File: src/sv/spmc_pkg.sv
// shared types and constants for the servo pulse to motor command block
`default_nettype none

package spmc_pkg;

    // motor command codes
    typedef enum logic [1:0] {
        CMD_NONE  = 2'd0,
        CMD_BRAKE = 2'd1,
        CMD_DRIVE = 2'd2,
        CMD_OFF   = 2'd3
    } motor_cmd_t;

    // configuration register indexes
    localparam int unsigned CFG_INDEX_W = 3;
    localparam int unsigned CFG_DATA_W  = 32;

    localparam logic [CFG_INDEX_W-1:0] REG_WIDTH_MIN      = 3'd0;
    localparam logic [CFG_INDEX_W-1:0] REG_WIDTH_MAX      = 3'd1;
    localparam logic [CFG_INDEX_W-1:0] REG_WIDTH_CENTRE   = 3'd2;
    localparam logic [CFG_INDEX_W-1:0] REG_DEAD_ZONE      = 3'd3;
    localparam logic [CFG_INDEX_W-1:0] REG_TIMEOUT_TICKS  = 3'd4;
    localparam logic [CFG_INDEX_W-1:0] REG_STARTUP_PULSES = 3'd5;
    localparam logic [CFG_INDEX_W-1:0] REG_SPEED_SCALE    = 3'd6;

    // register reset values
    localparam logic [15:0] RST_WIDTH_MIN      = 16'd37;
    localparam logic [15:0] RST_WIDTH_MAX      = 16'd187;
    localparam logic [15:0] RST_WIDTH_CENTRE   = 16'd112;
    localparam logic [15:0] RST_DEAD_ZONE      = 16'd7;
    localparam logic [31:0] RST_TIMEOUT_TICKS  = 32'd7501;
    localparam logic [7:0]  RST_STARTUP_PULSES = 8'd5;
    localparam logic [7:0]  RST_SPEED_SCALE    = 8'd8;

    // failsafe blink: led on while the masked timestamp is below the threshold
    localparam logic [14:0] BLINK_MASK     = 15'h7fff;
    localparam logic [14:0] BLINK_ON_BELOW = 15'h0400;

    // speed saturation limits
    localparam logic signed [26:0] SPEED_MAX = 27'sd32767;
    localparam logic signed [26:0] SPEED_MIN = -27'sd32768;

endpackage

`default_nettype wire

File: src/sv/servo_pulse_to_motor_command.sv
// servo pulse decoder with failsafe, top level
//
//  channel  direction  handshake            payload
//  in       sink       in_valid / in_ready  pin_level, timestamp
//  out      source     out_valid/out_ready  motor_cmd, speed, led_level
//  cfg      sink       cfg_wr_en            cfg_index, cfg_data
//
// one item per cycle sustained while out_ready is high; a result leaves via both register stages
// the first register stage updates the decoder state and settles the command,
// the second one does the 18x9 speed multiply and saturation
// rst_n clears the decoder state, the stage valids and loads register defaults
// a stall on out holds both stages; in_ready drops only when both are full
`default_nettype none

module servo_pulse_to_motor_command
    import spmc_pkg::*;
(
    input  wire logic                   clk,
    input  wire logic                   rst_n,

    input  wire logic                   in_valid,
    output logic                        in_ready,
    input  wire logic                   pin_level,
    input  wire logic [31:0]            timestamp,

    output logic                        out_valid,
    input  wire logic                   out_ready,
    output logic [1:0]                  motor_cmd,
    output logic signed [15:0]          speed,
    output logic                        led_level,

    input  wire logic                   cfg_wr_en,
    input  wire logic [CFG_INDEX_W-1:0] cfg_index,
    input  wire logic [CFG_DATA_W-1:0]  cfg_data
);

    // configuration registers
    logic [15:0] width_min_reg;
    logic [15:0] width_max_reg;
    logic [15:0] width_centre_reg;
    logic [15:0] dead_zone_reg;
    logic [31:0] timeout_ticks_reg;
    logic [7:0]  startup_pulses_reg;
    logic [7:0]  speed_scale_reg;

    // decoder state
    logic        prev_level_reg;
    logic [31:0] rise_time_reg;
    logic [31:0] last_valid_time_reg;
    logic [7:0]  good_count_reg;
    logic        led_state_reg;

    logic        prev_level_next;
    logic [31:0] rise_time_next;
    logic [31:0] last_valid_time_next;
    logic [7:0]  good_count_next;
    logic        led_state_next;

    // first stage: command settled, speed offset pending
    logic              s1_valid_reg;
    logic              s1_valid_next;
    motor_cmd_t        s1_cmd_reg;
    motor_cmd_t        s1_cmd_next;
    logic signed [17:0] s1_off_reg;
    logic signed [17:0] s1_off_next;
    logic              s1_led_reg;

    // result stage
    logic              out_valid_reg;
    logic              out_valid_next;
    motor_cmd_t        out_cmd_reg;
    logic signed [15:0] out_speed_reg;
    logic signed [15:0] out_speed_next;
    logic              out_led_reg;

    // handshake
    logic in_fire;
    logic out_load;

    // pulse decode
    logic               rise;
    logic               fall;
    logic [31:0]        width;
    logic               good;
    logic signed [17:0] w_s;
    logic signed [17:0] lo_s;
    logic signed [17:0] hi_s;
    logic               in_band;
    logic [31:0]        idle_time;
    logic               timed_out;
    logic signed [26:0] prod;

    // the result stage loads whenever it is empty or being drained
    assign out_load = !out_valid_reg || out_ready;
    assign in_ready = !s1_valid_reg || out_load;
    assign in_fire  = in_valid && in_ready;

    // ---------------------------------------------------------------
    // configuration writes
    // ---------------------------------------------------------------
    always_ff @(posedge clk or negedge rst_n)
    begin
        if (!rst_n)
        begin
            width_min_reg      <= RST_WIDTH_MIN;
            width_max_reg      <= RST_WIDTH_MAX;
            width_centre_reg   <= RST_WIDTH_CENTRE;
            dead_zone_reg      <= RST_DEAD_ZONE;
            timeout_ticks_reg  <= RST_TIMEOUT_TICKS;
            startup_pulses_reg <= RST_STARTUP_PULSES;
            speed_scale_reg    <= RST_SPEED_SCALE;
        end
        else if (cfg_wr_en)
        begin
            unique case (cfg_index)
                REG_WIDTH_MIN:      width_min_reg      <= cfg_data[15:0];
                REG_WIDTH_MAX:      width_max_reg      <= cfg_data[15:0];
                REG_WIDTH_CENTRE:   width_centre_reg   <= cfg_data[15:0];
                REG_DEAD_ZONE:      dead_zone_reg      <= cfg_data[15:0];
                REG_TIMEOUT_TICKS:  timeout_ticks_reg  <= cfg_data;
                REG_STARTUP_PULSES: startup_pulses_reg <= cfg_data[7:0];
                REG_SPEED_SCALE:    speed_scale_reg    <= cfg_data[7:0];
                default:            ; // unused index, write dropped
            endcase
        end
    end

    // ---------------------------------------------------------------
    // pulse decode and state update for the accepted item
    // ---------------------------------------------------------------
    assign rise  = pin_level && !prev_level_reg;
    assign fall  = !pin_level && prev_level_reg;

    // pulse width wraps with the timer
    assign width = timestamp - rise_time_reg;
    assign good  = fall
                && (width >= {16'd0, width_min_reg})
                && (width <= {16'd0, width_max_reg});

    // a good width never exceeds 16 bits, so the low half is the whole width
    assign w_s  = $signed({2'b00, width[15:0]});
    assign lo_s = $signed({2'b00, width_centre_reg}) - $signed({2'b00, dead_zone_reg});
    assign hi_s = $signed({2'b00, width_centre_reg}) + $signed({2'b00, dead_zone_reg});
    assign in_band = (w_s > lo_s) && (w_s < hi_s);

    // a good pulse in this item resets the idle time, so it cannot time out
    assign idle_time = timestamp - last_valid_time_reg;
    assign timed_out = !good && (idle_time > timeout_ticks_reg);

    always_comb
    begin
        prev_level_next      = pin_level;
        rise_time_next       = rise ? timestamp : rise_time_reg;
        last_valid_time_next = good ? timestamp : last_valid_time_reg;
        good_count_next      = good_count_reg;
        led_state_next       = led_state_reg;
        s1_cmd_next          = CMD_NONE;
        s1_off_next          = '0;

        if (good)
        begin
            if (good_count_reg < startup_pulses_reg)
            begin
                // still in startup, count reaches at most 255 so no wrap
                good_count_next = good_count_reg + 8'd1;
            end
            else
            begin
                led_state_next = 1'b1;
                if (in_band)
                begin
                    s1_cmd_next = CMD_BRAKE;
                end
                else
                begin
                    s1_cmd_next = CMD_DRIVE;
                    // offset from the nearer band edge, sign gives direction
                    s1_off_next = (w_s >= hi_s) ? (w_s - hi_s) : (w_s - lo_s);
                end
            end
        end

        if (timed_out)
        begin
            // failsafe: motor off, slow blink, redo startup
            s1_cmd_next     = CMD_OFF;
            s1_off_next     = '0;
            led_state_next  = ((timestamp[14:0] & BLINK_MASK) < BLINK_ON_BELOW);
            good_count_next = '0;
        end
    end

    always_ff @(posedge clk or negedge rst_n)
    begin
        if (!rst_n)
        begin
            prev_level_reg      <= 1'b0;
            rise_time_reg       <= '0;
            last_valid_time_reg <= '0;
            good_count_reg      <= '0;
            led_state_reg       <= 1'b0;
        end
        else if (in_fire)
        begin
            prev_level_reg      <= prev_level_next;
            rise_time_reg       <= rise_time_next;
            last_valid_time_reg <= last_valid_time_next;
            good_count_reg      <= good_count_next;
            led_state_reg       <= led_state_next;
        end
    end

    // ---------------------------------------------------------------
    // first stage register
    // ---------------------------------------------------------------
    always_comb
    begin
        priority if (in_fire)
            s1_valid_next = 1'b1;
        else if (out_load)
            s1_valid_next = 1'b0;
        else
            s1_valid_next = s1_valid_reg;
    end

    always_ff @(posedge clk or negedge rst_n)
    begin
        if (!rst_n)
            s1_valid_reg <= 1'b0;
        else
            s1_valid_reg <= s1_valid_next;
    end

    always_ff @(posedge clk)
    begin
        if (in_fire)
        begin
            s1_cmd_reg <= s1_cmd_next;
            s1_off_reg <= s1_off_next;
            s1_led_reg <= led_state_next;
        end
    end

    // ---------------------------------------------------------------
    // speed: offset times scale, saturated to 16 bits signed
    // ---------------------------------------------------------------
    assign prod = 27'(s1_off_reg) * 27'($signed({1'b0, speed_scale_reg}));

    always_comb
    begin
        priority if (prod > SPEED_MAX)
            out_speed_next = SPEED_MAX[15:0];
        else if (prod < SPEED_MIN)
            out_speed_next = SPEED_MIN[15:0];
        else
            out_speed_next = prod[15:0];
    end

    // ---------------------------------------------------------------
    // result register
    // ---------------------------------------------------------------
    assign out_valid_next = out_load ? s1_valid_reg : out_valid_reg;

    always_ff @(posedge clk or negedge rst_n)
    begin
        if (!rst_n)
            out_valid_reg <= 1'b0;
        else
            out_valid_reg <= out_valid_next;
    end

    always_ff @(posedge clk)
    begin
        if (out_load && s1_valid_reg)
        begin
            out_cmd_reg   <= s1_cmd_reg;
            out_speed_reg <= out_speed_next;
            out_led_reg   <= s1_led_reg;
        end
    end

    assign out_valid = out_valid_reg;
    assign motor_cmd = out_cmd_reg;
    assign speed     = out_speed_reg;
    assign led_level = out_led_reg;

    // ---------------------------------------------------------------
    // assertions
    // ---------------------------------------------------------------

    // speed carries a value only with a drive command
    assert property (@(posedge clk) disable iff (!rst_n)
        out_valid && (motor_cmd != CMD_DRIVE) |-> (speed == 16'sd0))
    else $error("speed nonzero without drive command");

    // a timed-out item leaves the startup count cleared
    assert property (@(posedge clk) disable iff (!rst_n)
        s1_valid_reg && (s1_cmd_reg == CMD_OFF) && !$past(in_fire == 1'b0)
        |-> (good_count_reg == 8'd0))
    else $error("startup count not cleared on timeout");

    // brake or drive always comes with the led lit
    assert property (@(posedge clk) disable iff (!rst_n)
        s1_valid_reg && ((s1_cmd_reg == CMD_BRAKE) || (s1_cmd_reg == CMD_DRIVE))
        |-> s1_led_reg)
    else $error("motor command issued with led off");

    // a held result stage keeps the first stage from being overwritten
    assert property (@(posedge clk) disable iff (!rst_n)
        s1_valid_reg && out_valid_reg && !out_ready |-> !in_ready)
    else $error("input taken while both stages are full");

endmodule

`default_nettype wire
File: config.mk
export PLATFORM = sky130hd
export DESIGN_NAME = servo_pulse_to_motor_command
export DESIGN_NICKNAME = d
export VERILOG_FILES = /design/src/sv/spmc_pkg.sv /design/src/sv/servo_pulse_to_motor_command.sv
export SDC_FILE = /design/constraint.sdc
export NUM_CORES = 1
export LEC_CHECK = 0
export ABC_AREA = 1
export BUFFER_PORTS_ARGS = -buffer_cell sky130_fd_sc_hd__buf_4
export CORE_ASPECT_RATIO = 0.5
export CORE_UTILIZATION = 40
export CTS_CLUSTER_DIAMETER = 150
export DETAILED_ROUTE_END_ITERATION = 12
export PLACE_DENSITY = 0.66
export SYNTH_ARGS = -nofsm -noshare
export SYNTH_HDL_FRONTEND = slang
export SYNTH_SLANG_ARGS = --single-unit
File: constraint.sdc
create_clock -name clk -period 5.4 [get_ports clk]
set_clock_uncertainty 0.1 [all_clocks]
set_input_delay 0.81 -clock clk [delete_from_list [all_inputs] [get_ports clk]]
set_output_delay 0.81 -clock clk [all_outputs]
set_load 0.01 [all_outputs]
Word level (Yosys, flattened, before mapping)
Cells that the tools add are included.
- output and inout port bits: 21
- logic and storage cells: 88
- register bits after elaboration: 228
- bits of input ports: 73
- reduce and logical (&&, ||, !) cells: 30
- multiply operators: 1
- add/subtract/negate cells: 7
- muxes and demuxes: 13
- $lt $le $gt $ge: 10
- bitwise logic cells: 1
- equal/unequal tests: 6
- operators by type and width (cell ; count):
    32-bit subtractor ; 2
    32-bit by 16-bit greater-or-equal comparator with 1-bit output ; 1
    32-bit greater-than comparator ; 1
    32-bit by 16-bit <= comparator with 1-bit output ; 1
    27-bit by 16-bit greater-than comparator with 1-bit output (second input constant) ; 1
    27-bit by 16-bit < comparator with 1-bit output (second input constant) ; 1
    18-bit by 9-bit multiplier with 27-bit output ; 1
    8-bit 2-to-1 mux ; 3
    18-bit 2-to-1 mux ; 1
    2-bit AND reduction ; 9
    16-bit by 17-bit subtractor with 18-bit output ; 1
    17-bit by 17-bit subtractor with 18-bit output ; 1
    16-bit by 16-bit adder with 17-bit output ; 1
    16-bit by 17-bit greater-or-equal comparator with 1-bit output ; 1
    17-bit greater-than comparator ; 1
    16-bit by 17-bit < comparator with 1-bit output ; 1
    16-bit by 16-bit subtractor with 17-bit output ; 1
    16-bit 2-to-1 mux ; 1
    15-bit by 11-bit < comparator with 1-bit output (second input constant) ; 1
    3-bit == test (second input constant) ; 3
    8-bit by 1-bit adder with 8-bit output (second input constant) ; 1
    1-bit logical AND ; 8
    8-bit < comparator ; 1
    3-bit by 2-bit == test with 1-bit output (second input constant) ; 2
    other kinds (10) ; 23

Logic depth before layout (Yosys ltp)
- depth after elaboration: 8
- depth in mapped cells: 29
- mapped depth without buffers: 29

Worst setup path after synthesis
No wires, ideal clock.
- kind: register -> register
- start point: reg speed_scale_reg[3]
- end point: reg out_speed_reg[10], in the netlist speed[10] (data pin)
- library setup time: 0.255 ns
- required time: 5.045 ns
- setup slack: -0.014 ns
- cell stages (with the launch flop): 25
- arrival time: 5.059 ns
- clock period less this slack: 5.414 ns
- path buffers: 3
- cell sequence: dfstp_2 > clkbuf_1 > clkbuf_1 > nand2_1 > fa_1 > fa_1 > inv_1 > fa_1 > inv_1 > fa_1 > inv_1 > ha_1 > a21oi_1 > o21ai_1 > a21oi_1 > o21ai_0 > nand2_1 > nand3_1 > nand2_1 > nand3_1 > nor3_1 > nand4_1 > nand2_1 > buf_4 > nand2_1
- word-level cells in the longest chain between the ends: 3
- ends and longest elaborated chain (what ; RTL line ; source):
    start: declaration ; servo_pulse_to_motor_command.sv:44 ; logic [7:0] speed_scale_reg;
    start signal: assignment ; servo_pulse_to_motor_command.sv:122 ; REG_SPEED_SCALE: speed_scale_reg <= cfg_data[7:0];
    18-bit by 9-bit multiplier with 27-bit output (*) ; servo_pulse_to_motor_command.sv:247 ; assign prod = 27'(s1_off_reg) * 27'($signed({1'b0, speed_scale_reg}));
    27-bit by 16-bit < comparator with 1-bit output ; servo_pulse_to_motor_command.sv:253 ; else if (prod < SPEED_MIN)
    16-bit 2-to-1 mux ; servo_pulse_to_motor_command.sv:253 ;
    end signal: assignment ; servo_pulse_to_motor_command.sv:277 ; out_speed_reg <= out_speed_next;
    end: declaration ; servo_pulse_to_motor_command.sv:72 ; logic signed [15:0] out_speed_reg;
Mark *: on every way between the ends. The rest lies on a longest branch, timed or not.
A chain may end at the register's enable or synchronous reset.

Worst setup path after layout
- start point: reg speed_scale_reg[3]
- end point: reg out_speed_reg[8], in the netlist speed[8] (data pin)
Same word-level chain as after synthesis.

==> flow_summary.toml <==
[drt]
ant_nets = 0
drc_errors = 4
vias = 20060
drtIter0Drc = 1265
drt_wl_total_mm = 60.52
vias_per_cell = 4.889
wire_per_inst_um = 14.75
dr.pass1.iters = 11

[critical_path]
cp_cell_sequence = "buf_6 -> nand2_1 -> fa_1 -> inv_1 -> fa_1 -> fa_1 -> inv_1 -> fa_1 -> inv_1 -> ha_4 -> a21o_1 -> a21oi_2 -> nor2_1 -> a211oi_2 -> nand3_1 -> nand2_1 -> nand3_2 -> nor3_2 -> nand4_1 -> nand2_4 -> clkbuf_16 -> nand2_1"
crit_fanout = 7
critPathMaxStageDelay_ns = 0.57
start_kind = "flop"
criticalPathCategory = "flop to flop"
cp_slowest_cell = "dfstp_2"
critical-path-top-delay-family = "adder cells"
crit_buf_inv = 5
crit_path_end_kind = "flop"
cp.required_ns = 5.61
crit_top_cell = "fa_1"
cp.arrival_ns = 5.44

[finish]
final_cells = 4104
drive_gt1_share_pct = 13.49
fin_area_um2 = 26850
fin_nets = 3763
area_growth_pct = 15.63

[floorplanning]
ios = 94
num_rows = 62
die-width_um = 342.8
coreArea_um2 = 57330
die_area_um2 = 59090
die_y_um = 172.4
initial_core_util_pct = 40.51

[status]
outcome = "finished with violations"
violations = "DRC"

[placed_design]
placement.io_buffers = 93
placed_cells = 4037
dp_hpwl_mm = 48.54
pre_cts_ws_ns = -0.3462
place.gp.congestion = 0.9139
placed_area_um2 = 25200

[yosys]
synth.distinct_cells = 62
yosysMostFrequentCell = "nand2_1"
synth-seq-cells = 228
synth_top_flop_cell = "dfrtp_1"
synthTopCellsByArea = "dfrtp_1, ha_1, nand2_1"
yosys-top-cells-count = "nand2_1, inv_1, ha_1, o21ai_0, a21oi_1"
netlist_instances = 3174
syn_avg_cell_area_um2 = 7.317
async_flop_share_pct = 82.46
syn_nets = 3619
yosysTopAreaCellShare_pct = 17.46
yosysTopAreaCell = "dfrtp_1"
yosysSeqAreaShare_pct = 25.57
ys_warn_count = 0
synth_edf_count = 40
netlist_area_um2 = 23220

[timing]
rsz0062_at_grt = "yes"
fin_crit_ns = 5.225
max_freq_ghz = 0.1914
final-hold-violation-count = 0
setup_slack_ns = 0.1747
final-max-slew-violation-count = 0
slew_headroom_pct = 13.00
setup_viol = 0
worst_slew_pin_slew_ns = 1.305
period_share_pct = 96.76

[clock_network]
cts_hold_repair.buffers = 0
h-tree-depth = 1
cts_buffers = 24
clock_sinks = 228
clock_latency_ns = 0.60
cts.clk_slew.worst_paths_ns = 0.07
cts_buffer_depth = 3
clockRootBuffer = "clkbuf_16"
cts_tree = "done"

[global_route]
grt-ovfl-total = 0
track_usage_pct = 20.25
grt_pass1_wl_mm = 96.61
antenna_found_initial = 1
grt_pass1_vias = 19280
grt_max_degree = 103

[worst_hold_path]
min_path_type = "input pin to async pin"

[flow_run]
max_cap_viol_count = 0

[power_and_ir_drop]
p_leak_nw = 14.42
ir_worst_vdd_mv = 0.3236
p_per_area_nw_per_um2 = 545.3
[cell families (layout without fill, tap and decap cells)]
kind of cell    after synthesis  count (layout)  synth area share [%]
simple gates               1184            1185                 21.17
compound gates              510             510                 12.13
xor+xnor                    125             125                 4.714
other cells                   0               1                     0
flops                       228             228                 25.57
buf+inv                     755             915                 12.50
fa+ha+maj                   372             372                 23.92
[final cells by class]
cell class | instances | area, um^2
fill | 5673 | 30470
multi-input combinational | 2192 | 14970
sequential | 228 | 5943
inverter | 678 | 2547
timing repair buffer | 194 | 1615
tap | 768 | 960.9
clock buffer | 34 | 713.2
clock inverter | 9 | 97.59
antenna | 1 | 2.502
[power by group]
group          internal (mW)  leakage, nW  switching, mW  total, mW
Clock                  0.974        0.403          0.763       1.74
Sequential              2.19         2.71          0.195       2.39
Combinational           4.27         11.3           6.25       10.5
Total                   7.43         14.4           7.21       14.6
[path summary, 6_finish.rpt]
path | startpoint | end | slack [ns] | cells after the start
worst max-delay path | speed_scale_reg[3] | speed[8] | 0.17 | 22
max in group asynchronous | rst_n | rise_time_reg[6] | 3.99 | 2
worst max register to register | speed_scale_reg[3] | speed[8] | 0.17 | 22
worst min-delay path | rst_n | good_count_reg[5] | 0.19 | 1
worst min register to register | s1_cmd_reg[1] | motor_cmd[1] | 0.32 | 0
min in group clk | s1_cmd_reg[1] | motor_cmd[1] | 0.32 | 0
[stage by stage]
step | hold slack (ns) | power [mW] | util (%) | setup TNS, ns
3_3_place_gp | 0.3013 | 11.51 | 43.96 | -3.141
2_1_floorplan | 0.3003 | 8.919 | - | 0
4_1_cts | 0.1978 | 13.45 | 45.55 | 0
3_5_place_dp | 0.3063 | 11.61 | 43.96 | -5.388
6_report | 0.1943 | 14.64 | 46.84 | 0
5_1_grt | 0.2397 | 16.12 | 46.84 | -0.7764
[routing by layer]
metal  share of wire, %  GRT usage (%)  vias to the layer above
li1                   -              -                    10180
met1                 48          27.16                     9508
met2                 47          34.79                      310
met3                3.4          2.562                       70
met4                2.1          4.542                        0
met5                  0              0                        -
[cell usage in the layout (no fill, tap or decap), drive strengths merged, types with 36 or more instances in the layout]
cell,count
a21oi,203
buf,192
clkbuf,36
dfrtp,162
edfxtp,40
fa,120
ha,252
inv,678
nand2,858
nand3,96
nor2,159
o21ai,242
xnor2,36
xor2,89
[worst reg2reg max path: stages (launching register included)]
cell and delay (ns):
dfstp_2 0.57, buf_6 0.14, nand2_1 0.07, fa_1 0.49, inv_1 0.05, fa_1 0.46
fa_1 0.54, inv_1 0.05, fa_1 0.53, inv_1 0.07, ha_4 0.27, a21o_1 0.21
a21oi_2 0.18, nor2_1 0.07, a211oi_2 0.22, nand3_1 0.12, nand2_1 0.09, nand3_2 0.07
nor3_2 0.17, nand4_1 0.16, nand2_4 0.14, clkbuf_16 0.15, nand2_1 0.05
[repair_timing]
action / CTS / global route
resized for setup: 5 / 146
pin swaps: 0 / 56
setup endpoints to repair: 15 / 26
setup buffers: 7 / 14
gates cloned: 0 / 2
Power figures use the tool's default switching activity.
